**config.mk**
```make
export PLATFORM = sky130hd
export DESIGN_NAME = quicksort_engine_flat
export DESIGN_NICKNAME = d
export VERILOG_FILES = /design/src/hw/rtl/qs_pkg.sv /design/src/hw/rtl/qs_stream_if.sv /design/src/hw/rtl/qs_ctrl.sv /design/src/hw/rtl/qs_datapath.sv /design/src/hw/rtl/quicksort_engine.sv /design/src/flat_wrapper.sv
export SDC_FILE = /design/constraint.sdc
export NUM_CORES = 2
export LEC_CHECK = 0
export BUFFER_PORTS_ARGS = -buffer_cell sky130_fd_sc_hd__buf_2
export CORE_MARGIN = 3
export CORE_UTILIZATION = 65
export DETAILED_ROUTE_END_ITERATION = 8
export PLACE_DENSITY = 0.81
export SLEW_MARGIN = 10
export SYNTH_ARGS = -nofsm -noshare
export SYNTH_HDL_FRONTEND = slang
export SYNTH_SLANG_ARGS = --single-unit
```
**constraint.sdc**
```tcl
create_clock -name i_clk -period 12.9 [get_ports i_clk]
set_input_delay 1.29 -clock i_clk [delete_from_list [all_inputs] [get_ports i_clk]]
set_output_delay 1.29 -clock i_clk [all_outputs]
set_load 0.02 [all_outputs]
```
**src/hw/rtl/qs_pkg.sv**
```systemverilog
// Package for the quicksort engine: beat payload types, controller states,
// and the command and status records between controller and datapath.
// No dependencies.
package qs_pkg;

    localparam int ValueW = 32;

    typedef struct packed {
        logic signed [ValueW-1:0] value;
        logic                     last;
    } t_in_beat;

    typedef struct packed {
        logic signed [ValueW-1:0] sorted_value;
        logic                     last_res;
        logic                     overflow;
    } t_out_beat;

    typedef enum logic [3:0] {
        ST_LOAD,
        ST_INIT,
        ST_POP,
        ST_RANGE,
        ST_PIV_RD,
        ST_PIV_LD,
        ST_SCAN_RD,
        ST_SCAN_CMP,
        ST_SWAP_I,
        ST_SWAP_J,
        ST_PUSH_L,
        ST_PUSH_R,
        ST_EM_RD,
        ST_EM_OUT
    } t_state;

    typedef struct packed {
        logic load_wr;
        logic push_init;
        logic pop;
        logic range_ld;
        logic pivot_rd;
        logic pivot_ld;
        logic scan_rd;
        logic i_inc;
        logic j_dec;
        logic swap_i;
        logic swap_j;
        logic push_l;
        logic push_r;
        logic emit_rd;
        logic emit_next;
        logic clear;
    } t_cmd;

    typedef struct packed {
        logic cnt_lt2;
        logic sp_zero;
        logic range_ok;
        logic i_go;
        logic j_go;
        logic i_le_j;
        logic swap_cont;
        logic j_gt_lo;
        logic i_lt_hi;
        logic emit_last;
    } t_status;

endpackage

```
**src/hw/rtl/qs_stream_if.sv**
```systemverilog
// Valid/ready stream channel carrying one payload per beat.
// Payload type is a parameter; used with the qs_pkg beat types.
interface qs_stream_if #(parameter type T = logic);
    logic valid;
    logic ready;
    T     data;

    modport source (output valid, output data, input ready);
    modport sink   (input valid, input data, output ready);
endinterface

```
**src/hw/rtl/qs_ctrl.sv**
```systemverilog
// Controller state machine of the quicksort engine.
// Depends on qs_pkg; drives t_cmd to qs_datapath and reads its t_status.
module qs_ctrl (
    input  logic            i_clk,
    input  logic            i_rst_n,
    input  logic            i_in_valid,
    input  logic            i_in_last,
    output logic            o_in_ready,
    output logic            o_out_valid,
    input  logic            i_out_ready,
    input  qs_pkg::t_status i_status,
    output qs_pkg::t_cmd    o_cmd
);

    qs_pkg::t_state r_state, n_state;

    always_ff @(posedge i_clk) begin
        if (!i_rst_n) begin
            r_state <= qs_pkg::ST_LOAD;
        end else begin
            r_state <= n_state;
        end
    end

    always_comb begin
        n_state = r_state;
        case (r_state)
            qs_pkg::ST_LOAD: begin
                if (i_in_valid && i_in_last) n_state = qs_pkg::ST_INIT;
            end
            qs_pkg::ST_INIT: begin
                n_state = i_status.cnt_lt2 ? qs_pkg::ST_EM_RD : qs_pkg::ST_POP;
            end
            qs_pkg::ST_POP: begin
                n_state = i_status.sp_zero ? qs_pkg::ST_EM_RD : qs_pkg::ST_RANGE;
            end
            qs_pkg::ST_RANGE: begin
                n_state = i_status.range_ok ? qs_pkg::ST_PIV_RD : qs_pkg::ST_POP;
            end
            qs_pkg::ST_PIV_RD:  n_state = qs_pkg::ST_PIV_LD;
            qs_pkg::ST_PIV_LD:  n_state = qs_pkg::ST_SCAN_RD;
            qs_pkg::ST_SCAN_RD: n_state = qs_pkg::ST_SCAN_CMP;
            qs_pkg::ST_SCAN_CMP: begin
                if (i_status.i_go || i_status.j_go) n_state = qs_pkg::ST_SCAN_RD;
                else if (i_status.i_le_j)           n_state = qs_pkg::ST_SWAP_I;
                else                                n_state = qs_pkg::ST_PUSH_L;
            end
            qs_pkg::ST_SWAP_I:  n_state = qs_pkg::ST_SWAP_J;
            qs_pkg::ST_SWAP_J: begin
                n_state = i_status.swap_cont ? qs_pkg::ST_SCAN_RD : qs_pkg::ST_PUSH_L;
            end
            qs_pkg::ST_PUSH_L:  n_state = qs_pkg::ST_PUSH_R;
            qs_pkg::ST_PUSH_R:  n_state = qs_pkg::ST_POP;
            qs_pkg::ST_EM_RD:   n_state = qs_pkg::ST_EM_OUT;
            qs_pkg::ST_EM_OUT: begin
                if (i_out_ready) begin
                    n_state = i_status.emit_last ? qs_pkg::ST_LOAD : qs_pkg::ST_EM_RD;
                end
            end
            default: n_state = qs_pkg::ST_LOAD;
        endcase
    end

    always_comb begin
        o_cmd       = '0;
        o_in_ready  = 1'b0;
        o_out_valid = 1'b0;
        case (r_state)
            qs_pkg::ST_LOAD: begin
                o_in_ready    = 1'b1;
                o_cmd.load_wr = i_in_valid;
            end
            qs_pkg::ST_INIT:    o_cmd.push_init = !i_status.cnt_lt2;
            qs_pkg::ST_POP:     o_cmd.pop = !i_status.sp_zero;
            qs_pkg::ST_RANGE:   o_cmd.range_ld = 1'b1;
            qs_pkg::ST_PIV_RD:  o_cmd.pivot_rd = 1'b1;
            qs_pkg::ST_PIV_LD:  o_cmd.pivot_ld = 1'b1;
            qs_pkg::ST_SCAN_RD: o_cmd.scan_rd = 1'b1;
            qs_pkg::ST_SCAN_CMP: begin
                o_cmd.i_inc = i_status.i_go;
                o_cmd.j_dec = !i_status.i_go && i_status.j_go;
            end
            qs_pkg::ST_SWAP_I:  o_cmd.swap_i = 1'b1;
            qs_pkg::ST_SWAP_J:  o_cmd.swap_j = 1'b1;
            qs_pkg::ST_PUSH_L:  o_cmd.push_l = i_status.j_gt_lo;
            qs_pkg::ST_PUSH_R:  o_cmd.push_r = i_status.i_lt_hi;
            qs_pkg::ST_EM_RD:   o_cmd.emit_rd = 1'b1;
            qs_pkg::ST_EM_OUT: begin
                o_out_valid     = 1'b1;
                o_cmd.clear     = i_out_ready && i_status.emit_last;
                o_cmd.emit_next = i_out_ready && !i_status.emit_last;
            end
            default: o_cmd = '0;
        endcase
    end

endmodule

```
**src/hw/rtl/qs_datapath.sv**
```systemverilog
// Datapath of the quicksort engine: element memory, range stack, partition
// indices and pivot. Depends on qs_pkg; commanded by qs_ctrl.
module qs_datapath #(
    parameter int DEPTH = 64
) (
    input  logic                             i_clk,
    input  logic                             i_rst_n,
    input  qs_pkg::t_cmd                     i_cmd,
    input  logic signed [qs_pkg::ValueW-1:0] i_value,
    output qs_pkg::t_status                  o_status,
    output logic signed [qs_pkg::ValueW-1:0] o_sorted_value,
    output logic                             o_last_res,
    output logic                             o_overflow
);

    localparam int AW = (DEPTH > 1) ? $clog2(DEPTH) : 1;
    localparam int CW = AW + 1;
    localparam int IW = AW + 2;
    localparam logic [CW-1:0] CntMax = CW'(DEPTH);
    localparam logic signed [IW-1:0] Two = IW'(2);

    logic signed [qs_pkg::ValueW-1:0] mem [DEPTH];
    logic        [2*AW-1:0]           stk [DEPTH];

    logic        [CW-1:0]             r_cnt;
    logic                             r_drop;
    logic        [CW-1:0]             r_sp;
    logic        [2*AW-1:0]           r_stk_q;
    logic        [AW-1:0]             r_lo, r_hi, r_k;
    logic signed [IW-1:0]             r_i, r_j;
    logic signed [qs_pkg::ValueW-1:0] r_pivot, r_rd_a, r_rd_b;

    logic        [AW-1:0]             stk_lo, stk_hi;
    logic signed [IW-1:0]             lo_s, hi_s;
    logic        [CW-1:0]             mid_w, cnt_m1, sp_m1;
    logic                             wr_en, rd_en_a, push_en;
    logic        [AW-1:0]             wr_addr, rd_addr_a;
    logic signed [qs_pkg::ValueW-1:0] wr_data;
    logic        [2*AW-1:0]           push_data;

    assign stk_lo = r_stk_q[2*AW-1:AW];
    assign stk_hi = r_stk_q[AW-1:0];
    assign lo_s   = $signed({2'b00, r_lo});
    assign hi_s   = $signed({2'b00, r_hi});
    assign mid_w  = CW'(r_lo) + ((CW'(r_hi) - CW'(r_lo) + CW'(1)) >> 1);
    assign cnt_m1 = r_cnt - CW'(1);
    assign sp_m1  = r_sp - CW'(1);

    always_comb begin
        wr_en   = 1'b0;
        wr_addr = r_cnt[AW-1:0];
        wr_data = i_value;
        if (i_cmd.load_wr && (r_cnt < CntMax)) begin
            wr_en = 1'b1;
        end else if (i_cmd.swap_i) begin
            wr_en   = 1'b1;
            wr_addr = r_i[AW-1:0];
            wr_data = r_rd_b;
        end else if (i_cmd.swap_j) begin
            wr_en   = 1'b1;
            wr_addr = r_j[AW-1:0];
            wr_data = r_rd_a;
        end
    end

    always_comb begin
        rd_en_a   = i_cmd.pivot_rd || i_cmd.scan_rd || i_cmd.emit_rd;
        rd_addr_a = r_k;
        if (i_cmd.pivot_rd)     rd_addr_a = mid_w[AW-1:0];
        else if (i_cmd.scan_rd) rd_addr_a = r_i[AW-1:0];
    end

    always_comb begin
        push_en   = (i_cmd.push_init || i_cmd.push_l || i_cmd.push_r) && (r_sp < CntMax);
        push_data = {r_i[AW-1:0], r_hi};
        if (i_cmd.push_init)   push_data = {{AW{1'b0}}, cnt_m1[AW-1:0]};
        else if (i_cmd.push_l) push_data = {r_lo, r_j[AW-1:0]};
    end

    always_ff @(posedge i_clk) begin
        if (wr_en) mem[wr_addr] <= wr_data;
        if (rd_en_a) r_rd_a <= mem[rd_addr_a];
        if (i_cmd.scan_rd) r_rd_b <= mem[r_j[AW-1:0]];
        if (push_en) stk[r_sp[AW-1:0]] <= push_data;
        if (i_cmd.pop) r_stk_q <= stk[sp_m1[AW-1:0]];
        if (i_cmd.pivot_ld) r_pivot <= r_rd_a;
        if (i_cmd.range_ld) begin
            r_lo <= stk_lo;
            r_hi <= stk_hi;
        end
    end

    always_ff @(posedge i_clk) begin
        if (!i_rst_n) begin
            r_cnt  <= '0;
            r_drop <= 1'b0;
            r_sp   <= '0;
            r_k    <= '0;
            r_i    <= '0;
            r_j    <= '0;
        end else begin
            if (i_cmd.clear) begin
                r_cnt  <= '0;
                r_drop <= 1'b0;
                r_k    <= '0;
            end else if (i_cmd.load_wr) begin
                if (r_cnt < CntMax) r_cnt <= r_cnt + CW'(1);
                else                r_drop <= 1'b1;
            end else if (i_cmd.emit_next) begin
                r_k <= r_k + AW'(1);
            end
            if (i_cmd.clear)     r_sp <= '0;
            else if (push_en)    r_sp <= r_sp + CW'(1);
            else if (i_cmd.pop)  r_sp <= sp_m1;
            if (i_cmd.range_ld) begin
                r_i <= $signed({2'b00, stk_lo});
                r_j <= $signed({2'b00, stk_hi});
            end else begin
                if (i_cmd.i_inc || i_cmd.swap_j) r_i <= r_i + IW'(1);
                if (i_cmd.j_dec || i_cmd.swap_j) r_j <= r_j - IW'(1);
            end
        end
    end

    always_comb begin
        o_status.cnt_lt2   = r_cnt < CW'(2);
        o_status.sp_zero   = r_sp == '0;
        o_status.range_ok  = stk_lo < stk_hi;
        o_status.i_go      = (r_i < hi_s) && (r_rd_a < r_pivot);
        o_status.j_go      = (r_j > lo_s) && (r_rd_b > r_pivot);
        o_status.i_le_j    = r_i <= r_j;
        o_status.swap_cont = (r_i + Two) <= r_j;
        o_status.j_gt_lo   = r_j > lo_s;
        o_status.i_lt_hi   = r_i < hi_s;
        o_status.emit_last = CW'(r_k) == cnt_m1;
    end

    assign o_sorted_value = r_rd_a;
    assign o_last_res     = o_status.emit_last;
    assign o_overflow     = r_drop;

    a_cnt_bound: assert property (@(posedge i_clk) disable iff (!i_rst_n)
        r_cnt <= CntMax) else $error("element count beyond capacity");
    a_sp_bound: assert property (@(posedge i_clk) disable iff (!i_rst_n)
        r_sp <= CntMax) else $error("range stack beyond capacity");
    a_clear: assert property (@(posedge i_clk) disable iff (!i_rst_n)
        i_cmd.clear |=> (r_cnt == '0) && !r_drop && (r_sp == '0))
        else $error("set state not cleared after final beat");
    a_no_drop_below: assert property (@(posedge i_clk) disable iff (!i_rst_n)
        (i_cmd.load_wr && (r_cnt < CntMax)) |=> (r_cnt == $past(r_cnt) + CW'(1)))
        else $error("stored element not counted");

endmodule

```
**src/hw/rtl/quicksort_engine.sv**
```systemverilog
// Quicksort engine top level: joins the controller and the datapath.
// Depends on qs_pkg, qs_stream_if, qs_ctrl and qs_datapath.
//
// Use: stream signed 32-bit values on i_in, one per beat; the beat with
// last set closes the set. Input beats are taken one per cycle while the
// block is loading. Values past DEPTH are dropped and every result of that
// set carries overflow. After the closing beat the block sorts in place with
// Hoare-partition quicksort, keeping pending ranges on a stack memory, and
// takes no input until the whole set has been sent on o_out.
// Each scan step reads, then compares, as the element memory read is
// registered; a swap writes the two elements in turn, and each partitioned
// range is popped, checked, its pivot read and loaded, and its subranges pushed.
// Each result is read from the element memory, then offered on o_out; a new
// read only starts once the beat is taken.
// A stalled receiver holds the current result beat steady until taken.
// Reset empties the set, the range stack and the overflow mark; memory
// contents need no clearing.
module quicksort_engine #(
    parameter int DEPTH = 64
) (
    input  logic                     i_clk,
    input  logic                     i_rst_n,
    qs_stream_if.sink                i_in,
    qs_stream_if.source              o_out
);

    qs_pkg::t_cmd    cmd;
    qs_pkg::t_status status;
    qs_pkg::t_in_beat in_beat;
    logic signed [qs_pkg::ValueW-1:0] sorted_value;
    logic last_res, overflow;

    assign in_beat = i_in.data;

    qs_ctrl u_ctrl (
        .i_clk       (i_clk),
        .i_rst_n     (i_rst_n),
        .i_in_valid  (i_in.valid),
        .i_in_last   (in_beat.last),
        .o_in_ready  (i_in.ready),
        .o_out_valid (o_out.valid),
        .i_out_ready (o_out.ready),
        .i_status    (status),
        .o_cmd       (cmd)
    );

    qs_datapath #(.DEPTH(DEPTH)) u_datapath (
        .i_clk          (i_clk),
        .i_rst_n        (i_rst_n),
        .i_cmd          (cmd),
        .i_value        (in_beat.value),
        .o_status       (status),
        .o_sorted_value (sorted_value),
        .o_last_res     (last_res),
        .o_overflow     (overflow)
    );

    assign o_out.data = '{sorted_value: sorted_value, last_res: last_res,
                          overflow: overflow};

endmodule

```
**src/flat_wrapper.sv**
```systemverilog
// flat-port wrapper written by rule: the top's interface ports become plain ports
module quicksort_engine_flat 
#(
    parameter int DEPTH = 64
)
  (i_clk, i_rst_n, i_in_valid, i_in_data, i_in_ready, o_out_valid, o_out_data, o_out_ready);
  qs_stream_if #(.T(qs_pkg::t_in_beat)) i_in_i ();
  qs_stream_if #(.T(qs_pkg::t_out_beat)) o_out_i ();
  input  logic i_clk;
  input  logic i_rst_n;
  input wire logic [$bits(i_in_i.valid)-1:0] i_in_valid;
  input wire logic [$bits(i_in_i.data)-1:0] i_in_data;
  output wire logic [$bits(i_in_i.ready)-1:0] i_in_ready;
  output wire logic [$bits(o_out_i.valid)-1:0] o_out_valid;
  output wire logic [$bits(o_out_i.data)-1:0] o_out_data;
  input wire logic [$bits(o_out_i.ready)-1:0] o_out_ready;
  assign i_in_i.valid = i_in_valid;
  assign i_in_i.data = i_in_data;
  assign i_in_ready = i_in_i.ready;
  assign o_out_valid = o_out_i.valid;
  assign o_out_data = o_out_i.data;
  assign o_out_i.ready = o_out_ready;
  quicksort_engine #(.DEPTH(DEPTH)) u_core (.i_clk(i_clk), .i_rst_n(i_rst_n), .i_in(i_in_i), .o_out(o_out_i));
endmodule
```
==> results_dict.tcl <==
set metrics [dict create \
    status "completed" \
    synth_top_area_share_pct 65.78 \
    criticalPathCategory "reg2reg" \
    crit_path_start "u_core.u_datapath.r_lo[1]" \
    p_seq_share_pct 45.4 \
    pwr_density_cell_mw_per_mm2 172.8 \
    p_leak_nw 45.96 \
    hp-start "u_core.u_datapath.o_overflow" \
    multi_input_area_mm2 0.04379 \
    hold_viol_final 0 \
    area_growth_pct 10.59 \
    cts.sinks 2977 \
    wl_per_cell_um 42.22 \
    seqCellArea_mm2 0.08901 \
    gp_congestion 0.8982 \
    r2r-start "u_core.u_datapath.r_lo[1]" \
    synth_top_cells_by_area "edfxtp_1 66%, mux4_2 23%, ha_1 1.1%" \
    num_rows 166 \
    power_mw 25.62 \
    p_clk_share_pct 34.4 \
    startpoint_type "flop" \
    drv_cap 0 \
    die_h_um 460.1 \
    dp_slack_ns 6.541 \
    drt_iter0_markers 14580 \
    synth_fp_nets 6889 \
    cts_tree "built" \
    ctsResizeCount 0 \
    fin_skew_ns 0.09686 \
    cp_max_fo 122 \
    whs_ns 0.4637 \
    syn-instance-count 6733 \
    fill_cells 11020 \
    path_clk_slew_ns 0.06 \
    final_common_cell "edfxtp_1" \
    p_sw_share_pct 28.47 \
    drive_above_1_share_pct 31.63 \
    crit_path_end_kind "flop" \
    min_period_over_period_pct 51.65 \
    grt.overflow.total 0 \
    ys_types 74 \
    setup_viol 0 \
    grt_pass1_wl_mm 585.3 \
    ys_ff_latch 2977 \
    setup_slack_ns 6.237 \
    slew-limit-headroom_pct 5.741 \
    io_buffer_count 72 \
    hold_path.class "reg2reg" \
    grt_pass1_vias 78830 \
    fin_tns_setup_ns 0 \
    p_int_mw 18.32 \
    start_util_pct 65.45 \
    numCtsBuffers 313 \
    synth_edf_count 2936 \
    dieWidth_um 460.1 \
    worstPathRequired_ns 13.50 \
    antenna_found_initial 24 \
    viasPerCell 8.083 \
    syn_avg_cell_area_um2 19.91 \
    worst_pin_slew_ns 1.405 \
    insertion_delay_ns 0.98 \
    final_cell_mix "2936 x edfxtp_1, 1380 x mux4_2, 377 x nand2_1, 322 x clkbuf_16, 193 x buf_4" \
    synth_ff_type "edfxtp_1" \
    cts_setup_buffers 0 \
    final_util_pct 72.38 \
    drc 0 \
    yosysWarnings 0 \
    nNetsFinal 6999 \
    yosysSeqAreaShare_pct 66.39 \
    ant_nets 0 \
    grt_max_degree 140 \
    postCtsHoldBufs 0 \
    synth-async-reset-ratio_pct 0 \
    clockRootBuffer "clkbuf_16" \
    grt_setup_unrepaired "no" \
    die-area_mm2 0.2117 \
    synth_top_cell_by_area "edfxtp_1" \
    ir_drop_uv 201.3 \
    ios 73 \
    grt_usage_pct 39.61 \
    arrival_ns 7.26 \
    syn_area_mm2 0.1340 \
    p_switching_mw 7.293 \
    routed_wl_mm 412.4 \
    pwr-share-comb_pct 20.3 \
    dr.pass1.iters 8 \
    slew_violations 0 \
    core_mm2 0.2048 \
    max_freq_ghz 0.1501 \
    vias 78950 \
    hpwl_mm 221.5 \
    timing.final.crit_period_ns 6.663 \
    h-tree-depth 5 \
    clk_path_buf_depth 4 \
]
-- worst paths after layout --
path,endpoint,slack (ns),depth (start not counted)
max,u_core.u_datapath.o_sorted_value[7],6.24,17
min,u_core.u_datapath.o_overflow,0.46,2
max reg2reg,u_core.u_datapath.o_sorted_value[7],6.24,17
min reg2reg,u_core.u_datapath.o_overflow,0.46,2
-- cells by family (layout without fill, tap and decap cells) --
family / after synthesis / in the layout / share of synthesized area [%]
other cells: 0 / 18 / 0
flops: 2977 / 2977 / 66.39
compound gates: 639 / 639 / 3.185
mux: 1521 / 1521 / 24.25
buf+inv: 560 / 889 / 1.799
xor+xnor: 45 / 45 / 0.3155
simple gates: 872 / 872 / 2.939
fa+ha+maj: 119 / 119 / 1.122
-- power groups by stage --
stage	clock, mW	sequential (mW)	combinational (mW)
after floorplan	0	11.8	3.09
after global placement	0	11.8	4.81
after detailed placement	0	11.8	4.93
after CTS	8.81	11.6	5.02
after global routing	9.17	11.6	5.36
final	8.80	11.6	5.19
-- per-stage QoR --
stage | instance area, um^2 | cells
finish | 148200 | 9768
global route | 148200 | 9751
CTS | 148100 | 9749
detailed placement | 138500 | 9215
global placement | 138500 | 9215
floorplan | 134000 | 6733
-- layer usage --
metal / part of all wire (%) / track usage, % / up-vias
met5: 0.032 / 0.1837 / -
met4: 8.5 / 26.52 / 20
met3: 14 / 12.29 / 1830
met2: 47 / 60.03 / 7987
met1: 30 / 49.95 / 40180
li1: - / - / 28940
-- synth_stat cells (5+ instances only) --
cell type,n
or3_1,11
buf_1,97
inv_1,73
o21ai_0,83
nor2_1,224
a21oi_1,148
dfxtp_1,41
mux4_2,1380
nor4_1,6
a31oi_1,67
mux2_2,9
nand2_1,380
nor3_1,18
nor2b_1,13
ha_1,117
xor2_1,23
buf_2,73
a311oi_1,57
edfxtp_1,2936
clkbuf_1,267
o211ai_1,10
nand2b_1,9
and4_1,5
buf_4,34
o221ai_1,33
nand4_1,18
mux2i_1,132
buf_6,12
and3_1,8
a21o_1,21
a211oi_1,152
a2111oi_0,5
and2_1,116
nand3_1,39
o22ai_1,22
xnor2_1,20
-- worst max-delay path, cell delays in order (launching register included) --
cell and delay [ns]:
edfxtp_1 0.43, ha_1 0.30, inv_1 0.04, ha_1 0.21
fa_1 0.57, inv_1 0.06, fa_1 0.40, xor2_1 0.24
o211ai_1 0.17, o21ai_4 0.11, buf_4 0.64, buf_12 0.65
buf_4 0.71, mux2i_1 0.29, nand2_1 0.07, and3_1 0.22
o21ai_0 0.77, o311ai_0 0.34
-- registers in the layout (all words and copies together) (netlist names), 6 cells and up --
register,cells
u_core.u_datapath.r_hi,6
u_core.u_datapath.r_pivot,32
u_core.u_datapath.r_rd_b,32
u_core.u_datapath.stk,768
u_core.u_datapath.r_lo,6
u_core.u_datapath.r_cnt,7
u_core.u_datapath.r_k,6
u_core.u_datapath.r_j,8
u_core.u_datapath.r_stk_q,12
u_core.u_datapath.r_sp,7
u_core.u_datapath.r_i,8
u_core.u_datapath.o_sorted_value,32
u_core.u_datapath.mem,2048
-- area by class of cell --
| type | instances | share of cell area (%) |
|---|---|---|
| Sequential cell | 2977 | 60.05 |
| Multi-Input combinational cell | 3196 | 29.54 |
| Clock buffer | 393 | 5.623 |
| Tap cell | 2688 | 2.269 |
| Timing Repair Buffer | 278 | 1.390 |
| Clock inverter | 141 | 0.8981 |
| Inverter | 77 | 0.2017 |
| Antenna cell | 18 | 0.03039 |
Power figures use the tool's default switching activity.
